## config.mk

```make
export PLATFORM = sky130hd
export DESIGN_NAME = lfu_cell
export DESIGN_NICKNAME = d
export VERILOG_FILES = /design/src/rtl/core/assert_macros.svh /design/src/rtl/core/lfu_pkg.sv /design/src/rtl/core/lfu_cell.sv
export SDC_FILE = /design/constraint.sdc
export NUM_CORES = 1
export LEC_CHECK = 0
export CAP_MARGIN = 30
export CORE_MARGIN = 2
export CORE_UTILIZATION = 60
export CTS_CLUSTER_DIAMETER = 30
export DETAILED_ROUTE_END_ITERATION = 8
export DONT_BUFFER_PORTS = 1
export PLACE_DENSITY = 0.76
export SYNTH_ARGS = -nofsm -noshare
export SYNTH_HDL_FRONTEND = slang
export SYNTH_SLANG_ARGS = --single-unit
export TNS_END_PERCENT = 1
```

## constraint.sdc

```tcl
create_clock -name clk_i -period 3.9 [get_ports clk_i]
set_input_delay 0.39 -clock clk_i [delete_from_list [all_inputs] [get_ports clk_i]]
set_output_delay 0.39 -clock clk_i [all_outputs]
set_load 0.03 [all_outputs]
```

## src/rtl/core/assert_macros.svh

```systemverilog
// Assertion helpers shared by the RTL. Each macro expects clk_i and rst_ni in scope.
`ifndef ASSERT_MACROS_SVH
`define ASSERT_MACROS_SVH

// Same-cycle implication.
`define ASSERT_IMPL(lbl, ante, cons, msg) \
  lbl: assert property (@(posedge clk_i) disable iff (!rst_ni) (ante) |-> (cons)) \
    else $error(msg);

// Next-cycle implication.
`define ASSERT_NEXT(lbl, ante, cons, msg) \
  lbl: assert property (@(posedge clk_i) disable iff (!rst_ni) (ante) |=> (cons)) \
    else $error(msg);

`endif

```

## src/rtl/core/lfu_pkg.sv

```systemverilog
package lfu_pkg;

  localparam int KEY_W  = 10;
  localparam int CAP_W  = 5;
  localparam int HITS_W = 32;

  // split of the key for the history index reduction tables
  localparam int KEY_LO_W = 8;
  localparam int KEY_HI_W = KEY_W - KEY_LO_W;

  localparam int SLOTS_DEF      = 16;
  localparam int KEY_SPACE_DEF  = 1024;
  localparam int COUNT_BITS_DEF = 16;

  localparam logic [CAP_W-1:0] CAP_RESET = CAP_W'(16);

  typedef enum logic [1:0] {
    ST_CLEAR,
    ST_IDLE,
    ST_EVAL,
    ST_SEARCH
  } lfu_state_e;

  // per-cell control from the sequencer
  typedef struct packed {
    logic occupied;
    logic load;
    logic bump;
  } lfu_cell_ctl_t;

endpackage

```

## src/rtl/core/lfu_cell.sv

```systemverilog
module lfu_cell #(
  parameter int SLOTS      = lfu_pkg::SLOTS_DEF,
  parameter int COUNT_BITS = lfu_pkg::COUNT_BITS_DEF,
  parameter int IDX        = 0,
  parameter int SLOT_W     = (SLOTS > 1) ? $clog2(SLOTS) : 1
) (
  input  logic                          clk_i,
  input  logic                          rst_ni,
  input  lfu_pkg::lfu_cell_ctl_t        ctl_i,
  input  logic [lfu_pkg::KEY_W-1:0]     key_i,
  input  logic [COUNT_BITS-1:0]         cnt_i,
  output logic                          match_o,
  // minimum-search token from the left neighbour
  input  logic                          tok_vld_i,
  input  logic [COUNT_BITS-1:0]         tok_cnt_i,
  input  logic [SLOT_W-1:0]             tok_idx_i,
  input  logic [lfu_pkg::KEY_W-1:0]     tok_key_i,
  // token handed to the right neighbour
  output logic                          tok_vld_o,
  output logic [COUNT_BITS-1:0]         tok_cnt_o,
  output logic [SLOT_W-1:0]             tok_idx_o,
  output logic [lfu_pkg::KEY_W-1:0]     tok_key_o
);
  import lfu_pkg::*;

  localparam logic [COUNT_BITS-1:0] COUNT_MAX = {COUNT_BITS{1'b1}};

  logic [KEY_W-1:0]      key_q;
  logic [COUNT_BITS-1:0] cnt_q;
  logic                  tok_vld_q;
  logic [COUNT_BITS-1:0] tok_cnt_q;
  logic [SLOT_W-1:0]     tok_idx_q;
  logic [KEY_W-1:0]      tok_key_q;
  logic                  take_own;

  assign match_o = ctl_i.occupied && (key_q == key_i);

  // ties go to the later slot
  assign take_own = ctl_i.occupied && (!tok_vld_i || (cnt_q <= tok_cnt_i));

  always_ff @(posedge clk_i) begin
    if (ctl_i.load) begin
      key_q <= key_i;
      cnt_q <= cnt_i;
    end else if (ctl_i.bump && (cnt_q != COUNT_MAX)) begin
      cnt_q <= cnt_q + COUNT_BITS'(1);
    end
  end

  always_ff @(posedge clk_i or negedge rst_ni) begin
    if (!rst_ni) begin
      tok_vld_q <= 1'b0;
    end else begin
      tok_vld_q <= tok_vld_i || ctl_i.occupied;
    end
  end

  always_ff @(posedge clk_i) begin
    if (take_own) begin
      tok_cnt_q <= cnt_q;
      tok_idx_q <= SLOT_W'(IDX);
      tok_key_q <= key_q;
    end else begin
      tok_cnt_q <= tok_cnt_i;
      tok_idx_q <= tok_idx_i;
      tok_key_q <= tok_key_i;
    end
  end

  assign tok_vld_o = tok_vld_q;
  assign tok_cnt_o = tok_cnt_q;
  assign tok_idx_o = tok_idx_q;
  assign tok_key_o = tok_key_q;

endmodule

```

==> run_results.csv <==
group,metric,value,unit
yosys,netlist_top_cells_area,"edfxtp_1 (28%), dfxtp_1 (21%), mux2_4 (12%), ha_1 (7.5%), xnor2_1 (6.2%)",
clocking,cts_tree,"built",
die,initial_utilization,0.636,
yosys,avgSynthCellArea,11.8,µm²
timing,fin_ws,1.09,ns
critical_path,worst-path-buf-inv,1,
yosys,async_flop_share,0.0175,
routing,via_count,1800,
global_routing,antenna_found_initial,0,
place,place_hpwl,3910,µm
routing,drc,0,
place,io_buffers,0,
yosys,synth.top_cells.by_count,"dfxtp_1 (30), edfxtp_1 (26), mux2_4 (23)",
routing,vias_per_cell,5.94,
min_path,hp-start,"key_i[8]",
clocking,cts_max_level,3,
cells_and_area,fin_nets,325,
critical_path,slowest_stage,"edfxtp_1",
power,power.density,539,mW/mm²
routing,firstDrtPassIters,4,
critical_path,worstSetupPathType,"register to register",
die,coreArea,0.00444,mm²
global_routing,track_usage,0.212,
yosys,yosys_warnings,0,
power,ir_drop,0.270,mV
place,pre_cts_ws,1.13,ns
power,cellLeakagePower,1.29,nW
run,maxCapViolCount,0,
timing,hold_violations,0,
global_routing,grt_pass1_vias,1765,
clocking,cts_sinks,57,
critical_path,cp_max_fo,21,
timing,tightest_slew,0.909,ns
yosys,ys.flop_type,"dfxtp_1",
routing,wl_per_cell,17.8,µm
critical_path,r2r_slack,1.09,ns
clocking,clockRootBuffer,"clkbuf_8",
yosys,synth_top_area_share,0.276,
clocking,numCtsBuffers,9,
yosys,synth_largest_area_cell,"edfxtp_1",
critical_path,max_stage_delay,0.51,ns
die,die_w,72.6,µm
yosys,synth-seq-cells,57,
min_path,min_delay_path_depth,0,
critical_path,required,4.12,ns
min_path,hp-class,"primary input to register",
clocking,path_clk_slew,0.07,ns
place,placed_area,0.00285,mm²
timing,finalCritPeriodShare,0.720,
critical_path,rr_startpoint,"cnt_q[11]$_DFFE_PP_",
global_routing,grt_pass1_wl,8190,µm
place,gp_congestion,0.761,
die,die_y,72.6,µm
yosys,synth_fp_nets,318,
timing,rsz0062_at_grt,"false",
cells_and_area,drive_gt1_frac,0.183,
timing,finalSetupTns,0,ns
die,die-area,0.00527,mm²
timing,layout_min_cycle_time,2.81,ns
power,power,1.67,mW
die,num_io_pins,94,
critical_path,crit_family,"compound AO/OA/AOI/OAI gates",
critical_path,crit_start,"cnt_q[11]$_DFFE_PP_",
cells_and_area,finalNonFillerCells,303,
yosys,synth_cells,239,
cells_and_area,fin_util,0.697,
routing,drtAntennaViolNets,0,
routing,wl,5380,µm
critical_path,timing.rr.end,"tok_cnt_o[0]$_DFF_P_",
yosys,synthesis.area,0.00283,mm²
cells_and_area,nFillCells,317,
critical_path,worstRegToRegCells,6,
yosys,synth_seq_area_share,0.498,
critical_path,start_kind,"register",
routing,drtIter0Drc,99,
timing,whs,0.153,ns
cells_and_area,finalInstanceArea,0.00310,mm²
outcome,status,"complete, no violations",
critical_path,path_cells,"ha_1 > nand4_1 > a2111o_1 > a31oi_4 > buf_4 > mux2_4",
critical_path,crit_path_end_kind,"register",
timing,max_freq,356,MHz
timing,skew,0.00485,ns
critical_path,critPathArrivalTime,3.02,ns
global_routing,grt-ovfl-total,0,
timing,setup_viol,0,
yosys,synth_most_common_cell,"dfxtp_1",
cells_and_area,antenna_cells,0,
yosys,yosysUniqueCellTypes,34,
place,dp.cells,286,
timing,slew_headroom,0.390,
timing,finalMaxSlewViolations,0,
yosys,synth_edf_count,26,
clocking,clk-insertion-delay-late,0.33,ns
min_path,min_to,"key_q[8]$_DFFE_PP_",
die,placementRows,24,
cells_and_area,area_growth,9.57,%
clocking,cts_buffer_depth,2,
global_routing,grt_max_degree,43,
-- what timing repair did --
item                                   4_1_cts  5_1_grt
setup buffers                                0        0
resized for setup                            0        0
hold buffers                                 1        0
endpoints found under the hold margin        1        0
-- metal layers --
layer / wire length (µm) / up-vias / global-route usage
li1: - / 860 / -
met1: 2340 / 846 / 0.263
met2: 2520 / 85 / 0.326
met3: 445 / 9 / 0.0815
met4: 85 / 0 / 0.0988
met5: 0 / - / 0
-- worst max-delay path by stage --
stage | to | slack [ns] | depth (start not counted)
final | tok_cnt_o[0]$_DFF_P_ | 1.09 | 6
after global routing | tok_cnt_o[9]$_DFF_P_ | 1.00 | 7
after CTS | tok_cnt_o[0]$_DFF_P_ | 1.11 | 7
after detailed placement | tok_cnt_o[0]$_DFF_P_ | 1.13 | 6
after global placement | tok_cnt_o[5]$_DFF_P_ | 1.19 | 6
after floorplan | tok_cnt_o[0]$_DFF_P_ | 1.75 | 6
-- state kept, by name (all words and copies together) (netlist names) --
signal,cells
tok_cnt_o,16
key_q,10
tok_vld_o,1
tok_idx_o,4
tok_key_o,10
cnt_q,16
-- report_power, final --
| part | internal, mW | leakage (nW) | switching, mW |
|---|---|---|---|
| Combinational | 0.118 | 0.642 | 0.0888 |
| Sequential | 0.704 | 0.528 | 0.141 |
| Clock | 0.387 | 0.122 | 0.230 |
-- final cells by class --
type	instances	area (µm²)	share of cell area
Timing Repair Buffer	2	17.5	0.00566
Clock buffer	12	188	0.0606
Tap cell	52	65.1	0.0210
Inverter	20	75.1	0.0243
Sequential cell	57	1410	0.454
Multi-Input combinational cell	156	1300	0.420
Clock inverter	4	45.0	0.0146
-- cells by family after synthesis --
kind of cell / Yosys count / share of synthesized area
and+or+nand+nor: 59 / 0.107
xor gates and xnor gates: 24 / 0.0744
muxes: 27 / 0.137
AOI/OAI and AO/OA: 29 / 0.0660
adders and majority gates: 17 / 0.0753
buffers and inverters: 26 / 0.0425
DFF: 57 / 0.498
-- worst register-to-register path: cells and delay by family, from the launching register on --
| family | cells | cell delay (ns) |
|---|---|---|
| adder cells (fa/ha/maj) | 1 | 0.36 |
| flip-flops | 1 | 0.51 |
| AND/OR/NAND/NOR | 1 | 0.16 |
| AO/OA/AOI/OAI | 2 | 0.88 |
| buffers and inverters | 1 | 0.43 |
| multiplexers | 1 | 0.35 |
-- cell usage in the layout, fill, tap and decap left out, types with 2 or more instances in the layout --
master and instances:
ha_1 17, and2_1 4, a21oi_1 5, mux2_4 23, inv_1 20, clkbuf_16 2, edfxtp_1 26, xnor2_1 20
dfxtp_1 30, clkinv_2 3, nand4_1 8, and3_1 2, mux2i_1 3, nor3_1 7, xor2_1 4, clkbuf_8 10
nor2_1 4, nand2_1 20, a21o_1 2, nand3_1 9, o21ai_0 15
Power figures use the tool's default switching activity.
